$ cat src/sv/lbc_pkg.sv
// ----------------------------------------------------------------------------
// lbc_pkg
// Shared constants and types for the per-node LRU block cache.
// ----------------------------------------------------------------------------
package lbc_pkg;

  localparam int NODES_DEF   = 8;
  localparam int WAYS_DEF    = 16;
  localparam int ID_BITS_DEF = 32;

  localparam int MODE_W     = 2;
  localparam int NODE_IN_W  = 3;
  localparam int BLOCK_IN_W = 32;

  typedef enum logic [MODE_W-1:0] {
    MODE_LOOKUP = 2'd0,
    MODE_FILL   = 2'd1,
    MODE_FLUSH  = 2'd2,
    MODE_UNUSED = 2'd3
  } mode_t;

  typedef enum logic [2:0] {
    ST_IDLE = 3'b001,
    ST_CMP  = 3'b010,
    ST_WB   = 3'b100
  } state_t;

endpackage

$ cat src/sv/lbc_tag_mem.sv
// ----------------------------------------------------------------------------
// lbc_tag_mem
// Tag row memory: one row of WAYS identifiers per node, registered read.
// ----------------------------------------------------------------------------
module lbc_tag_mem #(
  parameter int NODES  = 8,
  parameter int ROW_W  = 512,
  parameter int ADDR_W = 3
) (
  input  logic              clk,
  input  logic              rd_en,
  input  logic [ADDR_W-1:0] rd_addr,
  output logic [ROW_W-1:0]  rd_data,
  input  logic              wr_en,
  input  logic [ADDR_W-1:0] wr_addr,
  input  logic [ROW_W-1:0]  wr_data
);

  logic [ROW_W-1:0] mem [NODES];
  logic [ROW_W-1:0] rd_data_r;

  always_ff @(posedge clk) begin
    if (wr_en) begin
      mem[wr_addr] <= wr_data;
    end
    if (rd_en) begin
      rd_data_r <= mem[rd_addr];
    end
  end

  assign rd_data = rd_data_r;

endmodule

$ cat src/sv/lbc_lookup.sv
// ----------------------------------------------------------------------------
// lbc_lookup
// Compares a tag against all valid ways of a row and registers the hit and
// the position of the first match.
// ----------------------------------------------------------------------------
module lbc_lookup #(
  parameter int WAYS    = 16,
  parameter int ID_BITS = 32,
  parameter int CNT_W   = 5,
  parameter int WAY_W   = 4
) (
  input  logic                           clk,
  input  logic                           en,
  input  logic [WAYS-1:0][ID_BITS-1:0]   row,
  input  logic [ID_BITS-1:0]             tag,
  input  logic [CNT_W-1:0]               cnt,
  output logic                           hit,
  output logic [WAY_W-1:0]               pos
);

  logic [WAYS-1:0]  match;
  logic [WAY_W-1:0] pos_nxt;
  logic             hit_r;
  logic [WAY_W-1:0] pos_r;

  always_comb begin
    for (int i = 0; i < WAYS; i++) begin
      match[i] = (CNT_W'(i) < cnt) && (row[i] == tag);
    end
  end

  // The lowest matching way is the most recent copy.
  always_comb begin
    pos_nxt = '0;
    for (int i = WAYS - 1; i >= 0; i--) begin
      if (match[i]) begin
        pos_nxt = WAY_W'(i);
      end
    end
  end

  always_ff @(posedge clk) begin
    if (en) begin
      hit_r <= |match;
      pos_r <= pos_nxt;
    end
  end

  assign hit = hit_r;
  assign pos = pos_r;

endmodule

$ cat src/sv/lru_block_cache_per_node_unit.sv
// ----------------------------------------------------------------------------
// lru_block_cache_per_node_unit
// Per-node fully associative LRU cache of block identifiers.
// ----------------------------------------------------------------------------
// Usage:
//   Drive in_mode, in_node and in_block_id and raise start; the item is taken
//   at a clock edge where start is high and busy is low. Mode lookup reports
//   presence, fill promotes or inserts the block as most recent (evicting the
//   least recent entry of a full list), flush empties the node's list.
//   Each item yields exactly one result, shown for one cycle with out_valid
//   high: out_hit, out_evicted and out_evicted_block.
//   The tag row is read at the accepting edge; busy is high in ST_CMP
//   and ST_WB, so no item is taken before its predecessor is through, and
//   out_valid is registered in ST_WB. The three steps are the tag row
//   read, the compare of all ways, and the write back of the reordered row.
//   A new item may be accepted at the edge that ends its predecessor's
//   result cycle.
//   The receiver cannot stall; a result must be taken when shown.
//   Reset (rst_n low, synchronous) empties every node's list. The tag memory
//   itself is not cleared; only valid entries of a row are ever compared.
// ----------------------------------------------------------------------------
module lru_block_cache_per_node_unit #(
  parameter int NODES   = lbc_pkg::NODES_DEF,
  parameter int WAYS    = lbc_pkg::WAYS_DEF,
  parameter int ID_BITS = lbc_pkg::ID_BITS_DEF
) (
  input  logic                            clk,
  input  logic                            rst_n,
  input  logic                            start,
  output logic                            busy,
  input  logic [lbc_pkg::MODE_W-1:0]      in_mode,
  input  logic [lbc_pkg::NODE_IN_W-1:0]   in_node,
  input  logic [lbc_pkg::BLOCK_IN_W-1:0]  in_block_id,
  output logic                            out_valid,
  output logic                            out_hit,
  output logic                            out_evicted,
  output logic [lbc_pkg::BLOCK_IN_W-1:0]  out_evicted_block
);

  import lbc_pkg::*;

  localparam int NODE_W = (NODES > 1) ? $clog2(NODES) : 1;
  localparam int CNT_W  = $clog2(WAYS + 1);
  localparam int WAY_W  = $clog2(WAYS);
  localparam int ROW_W  = WAYS * ID_BITS;

  state_t                   state_r, state_nxt;
  mode_t                    mode_r;
  logic [NODE_W-1:0]        node_r;
  logic                     in_range_r;
  logic [ID_BITS-1:0]       tag_r;
  logic [CNT_W-1:0]         cnt_r [NODES];
  logic [CNT_W-1:0]         cur_cnt;
  logic                     accept;

  logic [ROW_W-1:0]               rd_data;
  logic [WAYS-1:0][ID_BITS-1:0]   row;
  logic [WAYS-1:0][ID_BITS-1:0]   new_row;
  logic                           hit;
  logic [WAY_W-1:0]               pos;
  logic                           full;
  logic [CNT_W-1:0]               shift_len;
  logic                           do_fill;
  logic                           do_evict;

  logic                           out_valid_r;
  logic                           out_hit_r;
  logic                           out_evicted_r;
  logic [BLOCK_IN_W-1:0]          out_evicted_block_r;

  assign accept = start && !busy;
  assign busy   = (state_r != ST_IDLE);
  assign row    = rd_data;

  always_comb begin
    cur_cnt = '0;
    if (in_range_r) begin
      cur_cnt = cnt_r[node_r];
    end
  end

  always_comb begin
    state_nxt = state_r;
    case (state_r)
      ST_IDLE: if (accept) state_nxt = ST_CMP;
      ST_CMP:  state_nxt = ST_WB;
      ST_WB:   state_nxt = ST_IDLE;
      default: state_nxt = ST_IDLE;
    endcase
  end

  always_ff @(posedge clk) begin
    if (!rst_n) begin
      state_r <= ST_IDLE;
    end else begin
      state_r <= state_nxt;
    end
  end

  always_ff @(posedge clk) begin
    if (accept) begin
      mode_r     <= mode_t'(in_mode);
      node_r     <= NODE_W'(in_node);
      in_range_r <= (32'(in_node) < NODES);
      tag_r      <= ID_BITS'(in_block_id);
    end
  end

  lbc_tag_mem #(
    .NODES  (NODES),
    .ROW_W  (ROW_W),
    .ADDR_W (NODE_W)
  ) u_tag_mem (
    .clk     (clk),
    .rd_en   (accept),
    .rd_addr (NODE_W'(in_node)),
    .rd_data (rd_data),
    .wr_en   (state_r == ST_WB && do_fill),
    .wr_addr (node_r),
    .wr_data (new_row)
  );

  lbc_lookup #(
    .WAYS    (WAYS),
    .ID_BITS (ID_BITS),
    .CNT_W   (CNT_W),
    .WAY_W   (WAY_W)
  ) u_lookup (
    .clk (clk),
    .en  (state_r == ST_CMP),
    .row (row),
    .tag (tag_r),
    .cnt (cur_cnt),
    .hit (hit),
    .pos (pos)
  );

  assign full     = (cur_cnt >= CNT_W'(WAYS));
  assign do_fill  = in_range_r && (mode_r == MODE_FILL);
  assign do_evict = do_fill && !hit && full;

  // A hit moves the block up from its own position; a miss shifts the
  // whole valid part of the list, dropping the tail when it is full.
  always_comb begin
    if (hit) begin
      shift_len = CNT_W'(pos);
    end else if (full) begin
      shift_len = CNT_W'(WAYS - 1);
    end else begin
      shift_len = cur_cnt;
    end
  end

  always_comb begin
    new_row[0] = tag_r;
    for (int i = 1; i < WAYS; i++) begin
      if (CNT_W'(i) <= shift_len) begin
        new_row[i] = row[i-1];
      end else begin
        new_row[i] = row[i];
      end
    end
  end

  always_ff @(posedge clk) begin
    if (!rst_n) begin
      for (int n = 0; n < NODES; n++) begin
        cnt_r[n] <= '0;
      end
    end else if (state_r == ST_WB && in_range_r) begin
      if (mode_r == MODE_FLUSH) begin
        cnt_r[node_r] <= '0;
      end else if (do_fill && !hit && !full) begin
        cnt_r[node_r] <= cur_cnt + CNT_W'(1);
      end
    end
  end

  always_ff @(posedge clk) begin
    if (!rst_n) begin
      out_valid_r <= 1'b0;
    end else begin
      out_valid_r <= (state_r == ST_WB);
    end
  end

  always_ff @(posedge clk) begin
    if (state_r == ST_WB) begin
      out_hit_r     <= in_range_r && hit;
      out_evicted_r <= do_evict;
      if (do_evict) begin
        out_evicted_block_r <= BLOCK_IN_W'(row[WAYS-1]);
      end else begin
        out_evicted_block_r <= '0;
      end
    end
  end

  assign out_valid         = out_valid_r;
  assign out_hit           = out_hit_r;
  assign out_evicted       = out_evicted_r;
  assign out_evicted_block = out_evicted_block_r;

endmodule
$ cat config.mk
export PLATFORM = sky130hd
export DESIGN_NAME = lru_block_cache_per_node_unit
export DESIGN_NICKNAME = d
export VERILOG_FILES = /design/src/sv/lbc_pkg.sv /design/src/sv/lbc_tag_mem.sv /design/src/sv/lbc_lookup.sv /design/src/sv/lru_block_cache_per_node_unit.sv
export SDC_FILE = /design/constraint.sdc
export NUM_CORES = 2
export LEC_CHECK = 0
export BUFFER_PORTS_ARGS = -buffer_cell sky130_fd_sc_hd__buf_2
export CAP_MARGIN = 20
export CORE_ASPECT_RATIO = 1.4
export CORE_UTILIZATION = 26
export DETAILED_ROUTE_END_ITERATION = 12
export PLACE_DENSITY = 0.41
export SLEW_MARGIN = 25
export SYNTH_ARGS = -nofsm -noshare
export SYNTH_HDL_FRONTEND = slang
export SYNTH_MEMORY_MAX_BITS = 65536
export SYNTH_SLANG_ARGS = --single-unit
$ cat constraint.sdc
create_clock -name clk -period 24.8 [get_ports clk]
set_clock_uncertainty 0.2 [all_clocks]
set_input_delay 1.24 -clock clk [delete_from_list [all_inputs] [get_ports clk]]
set_output_delay 1.24 -clock clk [all_outputs]
set_load 0.01 [all_outputs]
Yosys cells after proc, flatten, opt, wreduce, memory -nomap -nowiden. Memories as Yosys holds them, arrays and structs flattened. A register that Yosys moved wholly into a read port is not among the register bits. Cells that the tools add are included. Widths: inputs -> output; s select.

$lt $le $gt $ge: 32. Reduce and logical (&&, ||, !) cells: 29. Equality and inequality tests: 23. Muxes and demuxes: 51. Bitwise operators: 1. Add/sub/neg operators: 1.

Operator list (count): $eq 32x32->1 (16); $mux 32 (15); $le 4x5->1 const A (8); $lt 4x5->1 const A (8); $mux 4 (8); $logic_and 1x1->1 (21); $mux 3 (7); $le 3x5->1 const A (4); $lt 3x5->1 const A (4); $mux 5 (4); $reduce_or 16->1 (1); $mux 1 (14); $le 2x5->1 const A (2); $lt 1x5->1 const A (2); $lt 2x5->1 const A (2); $reduce_or 8->1 (1); $pmux 3 s2 (1); $add 5x1->5 const B (1); $ge 5x5->1 const B (1); $le 1x5->1 const A (1); $reduce_or 5->1 (1); $mux 2 (2); $reduce_or 4->1 (1); $eq 3x1->1 const B (1); 9 further kinds (11).

Memory bits (writable): 4136. Bits of input ports: 40. Register bits after elaboration: 80. Output and inout bits: 36. Memories: 2. Logic and storage cells: 152.

Memory list: u_tag_mem.mem (words 8, width 512, rd ports 1, clocked after memory_dff 1, write ports 1, line lbc_tag_mem.sv:19) `logic [ROW_W-1:0] mem [NODES];`; cnt_r (words 8, width 5, rd ports 1, clocked after memory_dff 1, write ports 8, line lru_block_cache_per_node_unit.sv:52) `logic [CNT_W-1:0] cnt_r [NODES];`.

Longest topological paths before layout.
Depth in word-level cells: 17. Gate-level depth with buffers: 12. Mapped depth without buffers: 9.

Cells and area by module. Synthesis repeated with hierarchy kept, for this count alone.

Cell total of the unflattened synthesis: 8103. Area, all modules: 185689.3 sq um.

By module, submodules not included: lbc_tag_mem (cells each 6442, sequential area each 138372.7 sq um, times used 1, area an instance 168768.1 sq um); lru_block_cache_per_node_unit (cells each 851, sequential area each 3473.3 sq um, times used 1, area an instance 10532.6 sq um); lbc_lookup (cells each 810, sequential area each 150.1 sq um, times used 1, area an instance 6388.6 sq um).

Worst setup path before layout. Ideal clock, no wire load.

Kind: in2reg. Start point: input port start. End point: register with a tool-made name. Cell stages on the path: 3. Buffers on the path: 0. Required time: 24429 ps. Data arrival time: 26750 ps. Setup slack: -2321 ps. Library setup time: 171 ps. Cells stage by stage: inv_1 nor2_1 mux2_2.

RTL lines: start: declaration (line lru_block_cache_per_node_unit.sv:29) `input logic start,`.

==> impl_metrics.csv <==
group,metric,value,unit
clocking,postCtsSetupBuffers,0,
synthesis,synthTopCellsByArea,"edfxtp_1 (77%), mux4_2 (13%), mux2_2 (5.6%), xnor2_1 (1.2%), xor2_1 (1.2%)",
synthesis,yosys.cell_types.count,55,
clocking,cts.sinks,4731,
die,ios,76,
synthesis,syn_area_per_cell,22.7,um^2
synthesis,yosysWarnings,0,
sta,finalSetupViolCount,0,
drt,vias_per_cell,4.62,
clocking,numCtsBuffers,449,
grt,overflow,0,
synthesis,synth_top_area_share,0.766,
finish,drive_gt1_frac,0.335,
die,placementRows,366,
place,dp_hpwl,307000,um
place,place.gp.congestion,0.704,
clocking,h-tree-depth,5,
clocking,clk-insertion-delay-late,0.98,ns
power_and_ir_drop,ir_worst_vdd,0.0610,mV
synthesis,syn_nets,8206,
synthesis,synth-edff-count,4724,
synthesis,yosysTopAreaCell,"edfxtp_1",
grt,antenna_found_initial,39,
synthesis,synthArstFlopShare,0,
clocking,root_buffer,"clkbuf_16",
synthesis,post_synth_and_or_nand_nor_area_fraction,0.0123,
drt,wl_per_cell,30.0,um
sta,fmax,0.148,GHz
clocking,ctsHoldBuffers,0,
sta,fin_crit_sh,0.272,
sta,rsz0062_at_grt,"no",
sta,hold_viol,0,
grt,grt_max_degree,120,
synthesis,synthTopCellsByCount,"edfxtp_1 (4724), mux4_2 (1029), mux2_2 (920)",
synthesis,syn_inst,8165,
synthesis,yosysMostFrequentCell,"edfxtp_1",
grt,grt_pass1_vias,91100,
drt,drc,0,
sta,period_needed,6.75,ns
synthesis,ys_ff_latch,4731,
grt,grt_pass1_wl,757000,um
die,die_w,715,um
die,start_util,0.261,
clocking,clkSlewWorstSetupHoldPaths,0.06,ns
synthesis,yosysSeqAreaShare,0.767,
die,core-area,0.709,mm^2
finish,syn_to_final_growth,14.8,%
setup_path,worst_ep_arrival_time,7.25,ns
synthesis,netlist_area,0.185,mm^2
setup_path,worstSetupStartpointType,"input pin",
hold_path,hp-class,"in -> reg",
synthesis,synthMuxAreaShare,0.185,
die,die-height,1000,um
synthesis,synth_compound_area_frac,0.00189,
synthesis,synth_adder_area_share,0.0000676,
finish,layout.nets,8565,
synthesis,synth_xor_area_frac,0.0243,
finish,fin_util,0.300,
sta,slew_viol_final,0,
drt,drtAntennaViolNets,0,
drt,drt_iter0_drc,6685,
die,dieArea,0.716,mm^2
clocking,post_cts_resize_count,0,
place,portBuffers,75,
drt,via_count,84500,
sta,maxSlewHeadroom,0.248,
grt,track_usage,0.150,
setup_path,worstPathRequired,25.30,ns
synthesis,synth_top_family_by_area,"multiplexers",
setup_path,worstSetupPathType,"in -> reg",
synthesis,synth-main-ff-cell,"edfxtp_1",
power_and_ir_drop,p_leak,64.6,nW
drt,routed_wl,550000,um
power_and_ir_drop,power.density,82.6,mW/mm^2
job,maxCapViolations,0,
clocking,clockBufferDepth,4,
power_and_ir_drop,p_total,17.6,mW
drt,drt-pass1-iter-count,5,
status,outcome,"completed",
setup_path,cp_max_fo,41,
setup_path,cp-end-kind,"register",
clocking,cts_tree,"done",
sta,worst_slew_pin_slew,1.13,ns
[cell families after synthesis]
kind of cell / count (synthesis)
compound gates: 50
flops: 4731
buf+inv: 418
simple gates: 444
fa+ha+maj: 1
mux: 2008
xor+xnor: 513
[cell usage in the layout (no fill, tap or decap), types with 10 or more instances in the layout]
cell type and n:
buf_2 72, clkbuf_16 452, nor2_1 64, clkbuf_1 84, o21ai_0 14, mux2_1 14
clkinv_2 94, nand3_1 16, clkinvlp_4 10, xor2_1 256, nand2_1 119, edfxtp_1 4724
clkinv_1 105, mux2_4 30, nand4_1 81, and2_1 37, mux4_2 1029, buf_4 221
nor4_1 78, a21oi_1 10, bufinv_16 49, xnor2_1 257, mux2i_1 12, buf_12 20
nor2_4 12, mux2_2 920
[state kept, by name, summed over array words and instances (netlist names), named ones only]
name / flops
out_hit: 1
mode_r: 2
out_evicted_block: 32
out_valid: 1
state_r: 3
u_tag_mem.mem: 4096
u_tag_mem.rd_data: 512
u_lookup.hit: 1
cnt_r: 40
out_evicted: 1
node_r: 3
u_lookup.pos: 4
tag_r: 32
[through the flow]
| stage | setup WS [ns] | TNS, ns | cell area, um^2 | std cells | hold slack (ns) |
|---|---|---|---|---|---|
| after floorplan | -1.93 | -7856.99 | 185000 | 8165 | 0.224 |
| after global placement | 16.35 | 0 | 198000 | 17500 | 0.418 |
| after detailed placement | 16.30 | 0 | 198000 | 17500 | 0.423 |
| after CTS | 17.36 | 0 | 212000 | 18300 | 0.166 |
| after global routing | 17.40 | 0 | 213000 | 18300 | 0.217 |
| final | 18.05 | 0 | 213000 | 18300 | 0.258 |
[worst max-delay path: stages]
cell,delay (ns)
buf_12,0.23
buf_4,0.67
buf_4,0.80
buf_4,0.80
buf_4,0.64
buf_4,0.78
buf_4,0.81
mux4_2,0.61
mux2_2,0.28
[final timing paths]
check                                            start                      to  slack, ns  cells past startpoint
worst max-delay path                        in_node[0]  u_tag_mem.rd_data[183]      18.05                      9
worst min-delay path                   in_block_id[24]               tag_r[24]       0.26                      1
worst max register to register              state_r[2]    u_tag_mem.mem[2][91]      18.79                     10
worst min register to register  u_tag_mem.rd_data[510]   out_evicted_block[30]       0.43                      1
[power breakdown]
part | internal (mW) | switching (mW) | leakage, nW | total (mW)
Combinational | 0.458 | 0.824 | 14.6 | 1.28
Clock | 3.86 | 3.09 | 7.14 | 6.95
Sequential | 9.16 | 0.163 | 42.8 | 9.32
Total | 13.5 | 4.08 | 64.6 | 17.6
[layer usage]
layer | global-route usage | routed length [um]
met5 | 0 | 0
met4 | 0.0316 | 11800
met3 | 0.0175 | 22600
met2 | 0.270 | 286000
met1 | 0.193 | 230000
[final cells by class]
cell class	count	area, um^2
Clock inverter	292	2960
Inverter	5	18.8
Fill cell	68200	497000
Antenna cell	9	22.5
Tap cell	9384	11700
Timing Repair Buffer	321	2570
Multi-Input combinational cell	3016	41700
Clock buffer	536	11600
Sequential cell	4731	142000
No activity file was read; power rests on OpenSTA's default activity.
